--- config.mk ---
export PLATFORM = sky130hd
export DESIGN_NAME = button_motor_power_panel
export DESIGN_NICKNAME = d
export VERILOG_FILES = /design/src/hdl/bmpp_pkg.sv /design/src/hdl/bmpp_debounce.sv /design/src/hdl/bmpp_drive.sv /design/src/hdl/button_motor_power_panel.sv
export SDC_FILE = /design/constraint.sdc
export NUM_CORES = 1
export LEC_CHECK = 0
export BUFFER_PORTS_ARGS = -buffer_cell sky130_fd_sc_hd__buf_2
export CAP_MARGIN = 20
export CORE_MARGIN = 5
export CORE_UTILIZATION = 62
export DETAILED_ROUTE_END_ITERATION = 12
export MAX_ROUTING_LAYER = met4
export PLACE_DENSITY = 0.91
export SLEW_MARGIN = 10
export SYNTH_ARGS = -nofsm -noshare
export SYNTH_HDL_FRONTEND = slang
export SYNTH_SLANG_ARGS = --single-unit
--- constraint.sdc ---
create_clock -name clk_i -period 6.35 [get_ports clk_i]
set_input_delay 0.9525 -clock clk_i [delete_from_list [all_inputs] [get_ports clk_i]]
set_output_delay 0.9525 -clock clk_i [all_outputs]
set_load 0.005 [all_outputs]
--- src/hdl/bmpp_pkg.sv ---
// shared types, constants and helper functions for the button motor power panel
`timescale 1ns / 1ps

package bmpp_pkg;

  // field widths fixed by the panel's interface
  localparam int unsigned CountW    = 4;
  localparam int unsigned TempW     = 8;
  localparam int unsigned LevelW    = 3;
  localparam int unsigned DutyW     = 8;
  localparam int unsigned InDataW   = 16;
  localparam int unsigned OutDataW  = 16;

  // default top speed level
  localparam int unsigned MAX_LEVEL_DEF = 5;

  // pwm duty steps per level and its ceiling
  localparam logic [8:0] PWM_STEP = 9'd50;
  localparam logic [8:0] DUTY_MAX = 9'd255;

  // configuration register indexes
  typedef enum logic [0:0] {
    CFG_DEBOUNCE  = 1'b0,
    CFG_THRESHOLD = 1'b1
  } cfg_index_e;

  // reset values of the configuration registers
  localparam logic [CountW-1:0] DEBOUNCE_RST  = 4'd5;
  localparam logic [TempW-1:0]  THRESHOLD_RST = 8'd50;

  // saturating count ceiling for the press counters
  localparam logic [CountW-1:0] COUNT_MAX = '1;

  // button actions that fire in one sample tick
  typedef struct packed {
    logic up;
    logic down;
    logic onoff;
    logic dir;
  } bmpp_fire_t;

  // pwm compare value for a given level, saturating
  function automatic logic [DutyW-1:0] duty_of(input logic [LevelW-1:0] level);
    logic [8:0] prod;
    prod = 9'(level) * PWM_STEP;
    if (prod > DUTY_MAX) begin
      prod = DUTY_MAX;
    end
    return prod[DutyW-1:0];
  endfunction

endpackage

--- src/hdl/bmpp_debounce.sv ---
// single button press qualifier: counts low samples and fires on release
`timescale 1ns / 1ps

module bmpp_debounce (
  input  logic                         clk_i,
  input  logic                         rst_ni,
  input  logic                         en_i,
  input  logic                         pin_n_i,
  input  logic [bmpp_pkg::CountW-1:0]  debounce_i,
  output logic                         idle_o,
  output logic                         fire_o
);
  import bmpp_pkg::*;

  logic [CountW-1:0] count_q, count_d;
  logic              qual_q, qual_d;
  logic [CountW-1:0] count_inc;

  // saturating count of consecutive low samples
  assign count_inc = (count_q == COUNT_MAX) ? COUNT_MAX : count_q + 1'b1;

  // qualify while held low, fire on the first high sample after a qualified press
  always_comb begin
    if (!pin_n_i) begin
      count_d = count_inc;
      qual_d  = qual_q | (count_inc >= debounce_i);
      fire_o  = 1'b0;
    end else begin
      count_d = '0;
      qual_d  = 1'b0;
      fire_o  = qual_q;
    end
  end

  assign idle_o = (count_q == '0);

  // qualifier state
  always_ff @(posedge clk_i or negedge rst_ni) begin
    if (!rst_ni) begin
      count_q <= '0;
      qual_q  <= 1'b0;
    end else if (en_i) begin
      count_q <= count_d;
      qual_q  <= qual_d;
    end
  end

endmodule

--- src/hdl/bmpp_drive.sv ---
// power level and rotation state with the same-tick action ordering
`timescale 1ns / 1ps

module bmpp_drive #(
  parameter int unsigned MAX_LEVEL = bmpp_pkg::MAX_LEVEL_DEF
) (
  input  logic                         clk_i,
  input  logic                         rst_ni,
  input  logic                         en_i,
  input  bmpp_pkg::bmpp_fire_t         fire_i,
  output logic [bmpp_pkg::LevelW-1:0]  level_o,
  output logic                         reverse_o,
  output logic [bmpp_pkg::DutyW-1:0]   duty_o
);
  import bmpp_pkg::*;

  localparam logic [LevelW-1:0] LevelTop = LevelW'(MAX_LEVEL);
  localparam logic [LevelW-1:0] LevelOne = LevelW'(1);

  logic [LevelW-1:0] level_q, level_d, level_mid;
  logic              dir_q, dir_d;

  // on/off first, then direction, then up and down on the resulting level
  always_comb begin
    level_mid = level_q;
    if (fire_i.onoff) begin
      level_mid = (level_q == '0) ? LevelOne : '0;
    end
    dir_d   = dir_q ^ fire_i.dir;
    level_d = level_mid;
    if (level_mid != '0) begin
      if (fire_i.up && (level_mid < LevelTop)) begin
        level_d = level_mid + 1'b1;
      end
      if (fire_i.down && (level_d > LevelOne)) begin
        level_d = level_d - 1'b1;
      end
    end
  end

  assign level_o   = level_d;
  assign reverse_o = dir_d;
  assign duty_o    = duty_of(level_d);

  // drive state
  always_ff @(posedge clk_i or negedge rst_ni) begin
    if (!rst_ni) begin
      level_q <= '0;
      dir_q   <= 1'b0;
    end else if (en_i) begin
      level_q <= level_d;
      dir_q   <= dir_d;
    end
  end

  // level never leaves its range
  a_level_range: assert property (@(posedge clk_i) disable iff (!rst_ni)
    level_q <= LevelTop)
    else $error("power level above top level");

  // state only moves with a sample tick
  a_level_hold: assert property (@(posedge clk_i) disable iff (!rst_ni)
    !en_i |=> $stable(level_q) && $stable(dir_q))
    else $error("drive state changed without a tick");

endmodule

--- src/hdl/button_motor_power_panel.sv ---
// top level of the button motor power panel: input beat register, qualifiers, result register
`timescale 1ns / 1ps

// One sample tick per input beat gives exactly one result beat. Beats are taken
// every clock while the input register is empty or the result register is free. A
// result is presented once its input beat has been held in the input register and
// then loaded into the result register. While a result waits undrained, the input
// register still takes one more beat. Further beats are held off until the result
// register is free or is drained in the same cycle. Configuration writes are always
// ready and take effect on the next tick processed. Debounce counts are in sample
// ticks, not clock cycles.
module button_motor_power_panel #(
  parameter int unsigned MAX_LEVEL = bmpp_pkg::MAX_LEVEL_DEF
) (
  input  logic                           clk_i,
  input  logic                           rst_ni,
  // input sample beats
  input  logic                           s_axis_tvalid,
  output logic                           s_axis_tready,
  // [0] up_button_n, [1] down_button_n, [2] onoff_button_n,
  // [3] direction_button_n, [11:4] temperature_sample, [15:12] zero
  input  logic [bmpp_pkg::InDataW-1:0]   s_axis_tdata,
  // result beats
  output logic                           m_axis_tvalid,
  input  logic                           m_axis_tready,
  // [7:0] pwm_duty, [10:8] power_level, [11] reverse_direction,
  // [12] over_temperature, [15:13] zero
  output logic [bmpp_pkg::OutDataW-1:0]  m_axis_tdata,
  // configuration writes
  input  logic                           cfg_valid_i,
  output logic                           cfg_ready_o,
  input  logic                           cfg_index_i,
  input  logic [7:0]                     cfg_data_i
);
  import bmpp_pkg::*;

  logic                  s1_valid_q;
  logic [11:0]           s1_data_q;
  logic                  m_valid_q;
  logic [12:0]           m_data_q;
  logic                  out_free;
  logic                  advance;
  logic [CountW-1:0]     debounce_q;
  logic [TempW-1:0]      threshold_q;
  logic                  owr_up_q, owr_up_d;
  logic                  owr_dn_q, owr_dn_d;
  logic [3:0]            btn_n;
  logic [3:0]            btn_idle;
  logic [3:0]            btn_fire;
  logic [TempW-1:0]      temp;
  bmpp_fire_t            fire;
  logic [LevelW-1:0]     level;
  logic                  reverse;
  logic [DutyW-1:0]      duty;
  logic                  over_temp;

  // handshake: result register frees when empty or drained this cycle
  assign out_free      = !m_valid_q || m_axis_tready;
  assign advance       = s1_valid_q && out_free;
  assign s_axis_tready = !s1_valid_q || out_free;
  assign cfg_ready_o   = 1'b1;

  // configuration registers
  always_ff @(posedge clk_i or negedge rst_ni) begin
    if (!rst_ni) begin
      debounce_q  <= DEBOUNCE_RST;
      threshold_q <= THRESHOLD_RST;
    end else if (cfg_valid_i) begin
      case (cfg_index_e'(cfg_index_i))
        CFG_DEBOUNCE:  debounce_q  <= cfg_data_i[CountW-1:0];
        CFG_THRESHOLD: threshold_q <= cfg_data_i;
        default: ;
      endcase
    end
  end

  // input beat register
  always_ff @(posedge clk_i or negedge rst_ni) begin
    if (!rst_ni) begin
      s1_valid_q <= 1'b0;
    end else if (s_axis_tready) begin
      s1_valid_q <= s_axis_tvalid;
    end
  end

  always_ff @(posedge clk_i) begin
    if (s_axis_tvalid && s_axis_tready) begin
      s1_data_q <= s_axis_tdata[11:0];
    end
  end

  // button order: up, down, on/off, direction
  assign btn_n = s1_data_q[3:0];
  assign temp  = s1_data_q[11:4];

  // one qualifier per button
  for (genvar b = 0; b < 4; b++) begin : g_btn
    bmpp_debounce u_debounce (
      .clk_i      (clk_i),
      .rst_ni     (rst_ni),
      .en_i       (advance),
      .pin_n_i    (btn_n[b]),
      .debounce_i (debounce_q),
      .idle_o     (btn_idle[b]),
      .fire_o     (btn_fire[b])
    );
  end

  // the other speed button must be released at the start of a press
  assign owr_up_d = (!btn_n[0] && btn_idle[0]) ? btn_n[1] : owr_up_q;
  assign owr_dn_d = (!btn_n[1] && btn_idle[1]) ? btn_n[0] : owr_dn_q;

  always_ff @(posedge clk_i or negedge rst_ni) begin
    if (!rst_ni) begin
      owr_up_q <= 1'b0;
      owr_dn_q <= 1'b0;
    end else if (advance) begin
      owr_up_q <= owr_up_d;
      owr_dn_q <= owr_dn_d;
    end
  end

  assign fire.up    = btn_fire[0] & owr_up_d;
  assign fire.down  = btn_fire[1] & owr_dn_d;
  assign fire.onoff = btn_fire[2];
  assign fire.dir   = btn_fire[3];

  // level, rotation and duty
  bmpp_drive #(
    .MAX_LEVEL (MAX_LEVEL)
  ) u_drive (
    .clk_i     (clk_i),
    .rst_ni    (rst_ni),
    .en_i      (advance),
    .fire_i    (fire),
    .level_o   (level),
    .reverse_o (reverse),
    .duty_o    (duty)
  );

  // temperature warning
  assign over_temp = (temp > threshold_q);

  // result register
  always_ff @(posedge clk_i or negedge rst_ni) begin
    if (!rst_ni) begin
      m_valid_q <= 1'b0;
    end else if (advance) begin
      m_valid_q <= 1'b1;
    end else if (m_axis_tready) begin
      m_valid_q <= 1'b0;
    end
  end

  always_ff @(posedge clk_i) begin
    if (advance) begin
      m_data_q <= {over_temp, reverse, level, duty};
    end
  end

  assign m_axis_tvalid = m_valid_q;
  assign m_axis_tdata  = {3'b000, m_data_q};

  // a free result register never stalls the input side
  a_ready_when_free: assert property (@(posedge clk_i) disable iff (!rst_ni)
    !m_valid_q |-> s_axis_tready)
    else $error("input stalled with result register free");

  // the shown duty always matches the shown level
  a_duty_level: assert property (@(posedge clk_i) disable iff (!rst_ni)
    m_valid_q |-> (m_data_q[7:0] == duty_of(m_data_q[10:8])))
    else $error("duty does not match level");

  // a result taken with no tick behind it leaves the register empty
  a_drain: assert property (@(posedge clk_i) disable iff (!rst_ni)
    (m_valid_q && m_axis_tready && !s1_valid_q) |=> !m_valid_q)
    else $error("result repeated after drain");

endmodule

==> results.py, run 1 <==
metrics = {
    "run_status": {
        "status": "complete, no violations",
    },
    "sta": {
        "skew_ns": 0.00606,
        "relSlewSlack_pct": 28.9,
        "fmax_mhz": 306,
        "timing.final.ws_setup_ns": 3.08,
        "timing.final.crit_share_pct": 51.5,
        "grt_setup_unrepaired": "no",
        "final_hold_viol_count": 0,
        "max_slew.worst_pin.slew_ns": 1.06,
        "setup_viol": 0,
        "finalSetupTns_ns": 0,
        "min_period_ns": 3.27,
        "drv_slew": 0,
    },
    "yosys": {
        "ys_top_cells_by_count": "dfrtp_1, ha_1, edfxtp_1",
        "synth_area_leader_cell": "dfrtp_1",
        "yosysWarnings": 0,
        "synthCells": 311,
        "syn_area_per_cell_um2": 11.2,
        "synth-edff-count": 24,
        "async_flop_share_pct": 62.5,
        "yosys-top-cells-area": "dfrtp_1, edfxtp_1, ha_1, dfstp_2, mux2_2",
        "ys_seq_area_share_pct": 49.7,
        "synth_cell_types": 47,
        "synthFlopType": "dfrtp_1",
        "synth_top_cell_area_share_pct": 25.2,
        "synth.ff_latch_count": 64,
        "syn_area_um2": 3480,
    },
    "min_path": {
        "hold_start": "s1_valid_q",
        "hold_path_class": "reg2reg",
    },
    "cells_and_area": {
        "drive_gt1_share_pct": 21.7,
        "area_growth_pct": 11.2,
        "n_antenna_cell": 0,
        "nNetsFinal": 419,
        "fin_cells": 431,
        "fill_cells": 406,
    },
    "clocking": {
        "cts_root_buffer": "clkbuf_8",
        "cts_buffer_depth": 2,
        "tritoncts": "yes",
        "cts.repair_timing.setup_buffer_count": 0,
        "clk_latency_ns": 0.34,
        "cts_resized": 0,
        "cts.htree.levels": 3,
        "clkTransAtPathRegs_ns": 0.06,
        "cts_made_buffers": 9,
        "ctsHoldBuffers": 0,
        "clock_sinks": 64,
    },
    "placement": {
        "dp.cells": 415,
        "place_ws_ns": 2.74,
        "port_buffers": 40,
        "gp_congestion": 0.813,
        "dp_hpwl_mm": 4.50,
    },
    "flow_run": {
        "cap_violations": 0,
    },
    "routing": {
        "wl_per_cell_um": 14.9,
        "drt_pass1_iterations": 4,
        "postRouteAntennaNets": 0,
        "routed-via-count": 2422,
        "drc": 0,
        "wl_mm": 6.42,
        "viasPerCell": 5.62,
        "drt_iter0_drc": 74,
    },
    "floorplan": {
        "start_util_pct": 63.6,
        "die_y_um": 84.9,
        "io_pins": 49,
        "die_w_um": 84.9,
        "die_area_um2": 7210,
        "coreArea_um2": 5470,
        "rows": 27,
    },
    "power": {
        "p_switching_mw": 0.361,
        "p_sw_share_pct": 31.1,
        "p_per_area_nw_per_um2": 300,
        "clock_power_share_pct": 25.1,
        "power_frac_comb_pct": 26.8,
        "leakagePower_nw": 1.82,
        "p_int_mw": 0.800,
        "p_seq_share_pct": 48.1,
        "ir_worst_vdd_mv": 0.182,
    },
    "global_route": {
        "grt_pass1_wl_mm": 10.8,
        "grt_max_degree": 41,
        "grt.total_usage_pct": 19.6,
        "grt_pass1_vias": 2408,
        "antenna_found_initial": 0,
        "overflow": 0,
    },
    "critical_path": {
        "crit_path_max_incr_delay_ns": 0.92,
        "end_kind": "flop",
        "critPathBufInv": 2,
        "crit_path_max_fanout": 33,
        "reg2reg_from": "s1_data_q[2]",
        "crit_top_cell": "nand2_1",
        "critPathSlowestCell": "clkinv_1",
        "worstSetupStartpoint": "m_axis_tready",
        "crit_type": "in2reg",
        "crit_required_ns": 6.58,
        "crit_chain": "buf_2 > nand2b_1 > nand2_1 > clkinv_1 > nand2_1 > mux2_2",
        "path_delay_family": "simple AND/OR/NAND/NOR gates",
        "worst_setup_path_start_kind": "primary input",
        "arrival_ns": 3.50,
    },
}
## cells in the final DEF (no fill, tap or decap), types with 2 or more instances in the layout
cell type	instances
edfxtp_1	24
conb_1	4
clkinv_2	2
clkbuf_8	9
nor3_1	5
nand3_1	10
nor2b_1	2
and2_1	7
nor4b_1	2
a21o_1	11
dfrtp_1	35
nor2_1	21
xnor2_1	5
and3_1	3
mux2_2	11
o21a_1	3
clkinv_1	2
dfstp_2	5
nor4_1	3
buf_2	40
nand2_1	18
a22o_1	14
clkbuf_1	3
ha_1	35
nand2b_1	15
nand4_1	2
o31ai_1	4
a2bb2oi_1	4
a21oi_1	13
inv_1	21
or2_2	3
o21ai_0	6
o21bai_1	2
## area by class of cell
class,instances,area [µm²],share of cell area [%]
well taps,72,90.1,2.33
clock inverters,4,21.3,0.550
repair buffers,40,200,5.17
flip-flops and latches,64,1730,44.7
multi-input cells,217,1610,41.7
inverters,22,82.6,2.13
clock buffers,12,135,3.49
## power by group through the flow
stage / combinational [mW] / sequential, mW / clock (mW)
2_1_floorplan: 0.241 / 0.551 / 0
3_3_place_gp: 0.289 / 0.561 / 0
3_5_place_dp: 0.308 / 0.565 / 0
4_1_cts: 0.314 / 0.558 / 0.293
5_1_grt: 0.354 / 0.568 / 0.317
6_report: 0.311 / 0.559 / 0.291
## worst paths after layout
check | end | slack (ns) | depth (start not counted)
min in group asynchronous | threshold_q[7] | 0.73 | 1
setup reg to reg | m_data_q[6] | 3.24 | 12
hold / removal | m_axis_tvalid | 0.50 | 1
setup / recovery | owr_up_q | 3.08 | 6
hold reg to reg | m_axis_tvalid | 0.50 | 1
max in group asynchronous | g_btn[2].u_debounce.count_q[1] | 5.06 | 1
## cells by family (layout without fill, tap and decap cells)
logic type	after synthesis	count (layout)	share of synthesized area, %
simple gates	97	97	14.7
flops	64	64	49.7
compound gates	63	63	13.1
fa+ha+maj	35	35	12.6
buf+inv	32	78	4.24
mux	13	13	4.24
xor+xnor	5	5	1.26
other cells	2	4	0.216
## through the flow
step	total power, mW	util, %	area [µm²]	hold WS, ns
after CTS	1.17	70.7	3870	0.500
after global routing	1.24	70.7	3870	0.529
after global placement	0.850	67.8	3710	0.481
after detailed placement	0.874	67.8	3710	0.488
after floorplan	0.793	-	3490	0.457
final	1.16	70.7	3870	0.501
## routing by layer
metal / global-route usage, % / share of wire (%) / up-vias
met5: - / 0 / -
met4: 6.04 / 1.2 / 0
met3: 5.53 / 4.9 / 9
met2: 32.2 / 51 / 60
met1: 23.5 / 43 / 1165
li1: - / - / 1188
## sequential cells by signal, indices dropped and copies added (netlist names)
register and flops:
u_drive.level_q 3, u_drive.dir_q 1, s1_data_q 12, owr_dn_q 1
owr_up_q 1, m_axis_tvalid 1, m_data_q 12, debounce_q 4
g_btn.u_debounce.count_q 16, threshold_q 8, g_btn.u_debounce.qual_q 4, s1_valid_q 1
Power figures use the tool's default switching activity.
==> run 2, diff against run 1 <==
CORE_UTILIZATION = 57   (was 62)
PLACE_DENSITY = 0.85   (was 0.91)
clock period = 3.4 ns   (was 6.35 ns; I/O delays follow)
==> results.py, run 2 (synthesis gave the netlist of run 1 again) <==
metrics = {
    "critical_path": {
        "crit_required_ns": 3.49,
        "end_kind": "flop",
        "critPathBufInv": 1,
        "worst_setup_path_start_kind": "flop",
        "critPathSlowestCell": "edfxtp_1",
        "crit_type": "reg2reg",
        "arrival_ns": 3.15,
        "path_delay_family": "adder cells",
        "crit_chain": "nand2_2 > nor4_1 > a21o_1 > ha_1 > inv_1 > a311oi_1 > a21o_2 > nand2b_1 > mux2i_2 > ha_1 > ha_1 > or2_2",
        "crit_path_max_fanout": 8,
        "crit_path_max_incr_delay_ns": 0.48,
        "crit_top_cell": "ha_1",
    },
    "global_route": {
        "grt_pass1_wl_mm": 11.6,
        "grt_use_met1_pct": 24.0,
        "overflow": 0,
        "grt_busiest_layer": "met2",
        "grtUsageMet2_pct": 32.4,
        "met3_usage_pct": 5.36,
        "grt_max_degree": 41,
        "grt.total_usage_pct": 20.1,
        "grt_pass1_vias": 2619,
        "antenna_found_initial": 0,
    },
    "cells_and_area": {
        "nNetsFinal": 422,
        "fin_util_pct": 66.3,
        "n_antenna_cell": 0,
        "largest_reg_flops": 16,
        "top_regs": "g_btn.u_debounce.count_q: 16 flops, m_data_q: 12 flops, s1_data_q: 12 flops",
        "final_common_cell": "buf_2",
        "area_growth_pct": 12.8,
        "drive_gt1_share_pct": 22.9,
        "layout_common_cells": "buf_2, ha_1, dfrtp_1, edfxtp_1",
        "top_register": "g_btn.u_debounce.count_q",
    },
    "routing": {
        "postRouteAntennaNets": 0,
        "viasPerCell": 5.51,
        "drc": 0,
        "wl_mm": 6.59,
        "wl_per_cell_um": 15.1,
        "drt_iter0_drc": 101,
        "routed-via-count": 2408,
        "drt_pass1_iterations": 5,
    },
    "clocking": {
        "cts_made_buffers": 9,
        "tritoncts": "yes",
        "cts.repair_timing.setup_buffer_count": 0,
        "cts_root_buffer": "clkbuf_8",
        "ctsHoldBuffers": 0,
        "clkTransAtPathRegs_ns": 0.07,
        "clk_latency_ns": 0.34,
        "cts.htree.levels": 3,
        "cts_buffer_depth": 2,
        "cts_resized": 0,
        "clock_sinks": 64,
    },
    "sta": {
        "timing.final.crit_share_pct": 90.0,
        "grt_setup_unrepaired": "no",
        "drv_slew": 0,
        "skew_ns": 0.00629,
        "setup_viol": 0,
        "min_period_ns": 3.06,
        "timing.final.ws_setup_ns": 0.339,
        "relSlewSlack_pct": 41.5,
        "final_hold_viol_count": 0,
        "max_slew.worst_pin.slew_ns": 0.878,
        "finalSetupTns_ns": 0,
        "fmax_mhz": 327,
        "hold_ws_ns": 0.282,
    },
    "floorplan": {
        "rows": 28,
        "io_pins": 49,
        "die_y_um": 88.1,
        "die_area_um2": 7770,
        "die_w_um": 88.1,
        "start_util_pct": 58.8,
        "coreArea_um2": 5920,
    },
    "power": {
        "p_int_mw": 1.57,
        "p_seq_share_pct": 46.1,
        "power.total_mw": 2.25,
        "clock_power_share_pct": 28.2,
        "p_per_area_nw_per_um2": 574,
        "leakagePower_nw": 1.86,
        "power_frac_comb_pct": 25.7,
        "p_sw_share_pct": 30.3,
        "ir_worst_vdd_mv": 0.375,
        "p_switching_mw": 0.683,
    },
    "flow_run": {
        "cap_violations": 0,
    },
    "placement": {
        "port_buffers": 40,
        "dp_hpwl_mm": 4.71,
        "gp_congestion": 0.805,
        "place_ws_ns": 0.340,
    },
    "min_path": {
        "hold_path_class": "in2async",
    },
    "run_status": {
        "status": "complete, no violations",
    },
}
run 2: routing by layer:
metal	wire (µm)	vias up
met5	0	-
met4	142	0
met3	364	15
met2	3260	70
met1	2820	1129
li1	-	1194
run 2: final timing paths:
check	from	endpoint	slack [ns]	cells past startpoint
worst min register to register	u_drive.dir_q	u_drive.dir_q	0.49	1
worst max-delay path	s1_data_q[2]	m_data_q[6]	0.34	12
worst max register to register	s1_data_q[2]	m_data_q[6]	0.34	12
worst min-delay path	rst_ni	g_btn[1].u_debounce.count_q[1]	0.28	1
min in group clk_i	s_axis_tdata[5]	s1_data_q[5]	0.34	1
max in group asynchronous	rst_ni	g_btn[2].u_debounce.count_q[3]	2.56	1
run 2: layout make-up:
type | count | area (µm²)
clock buffer | 10 | 128
clock inverter | 6 | 60.1
fill | 468 | 1990
inverter | 22 | 82.6
multi-input combinational | 217 | 1610
sequential | 64 | 1730
tap | 75 | 93.8
timing repair buffer | 43 | 223
run 2: metrics by stage:
stage	instance area, µm²	instances
after floorplan	3490	313
after global placement	3740	421
after detailed placement	3740	421
after CTS	3930	437
after global routing	3930	437
final	3930	437
run 2: power groups by stage:
stage               Clock, mW  Sequential (mW)  Combinational (mW)
global route            0.686             1.06               0.669
floorplan                   0             1.03               0.451
finish                  0.636             1.04               0.579
detailed placement          0             1.05               0.584
CTS                     0.647             1.04               0.586
global placement            0             1.05               0.547
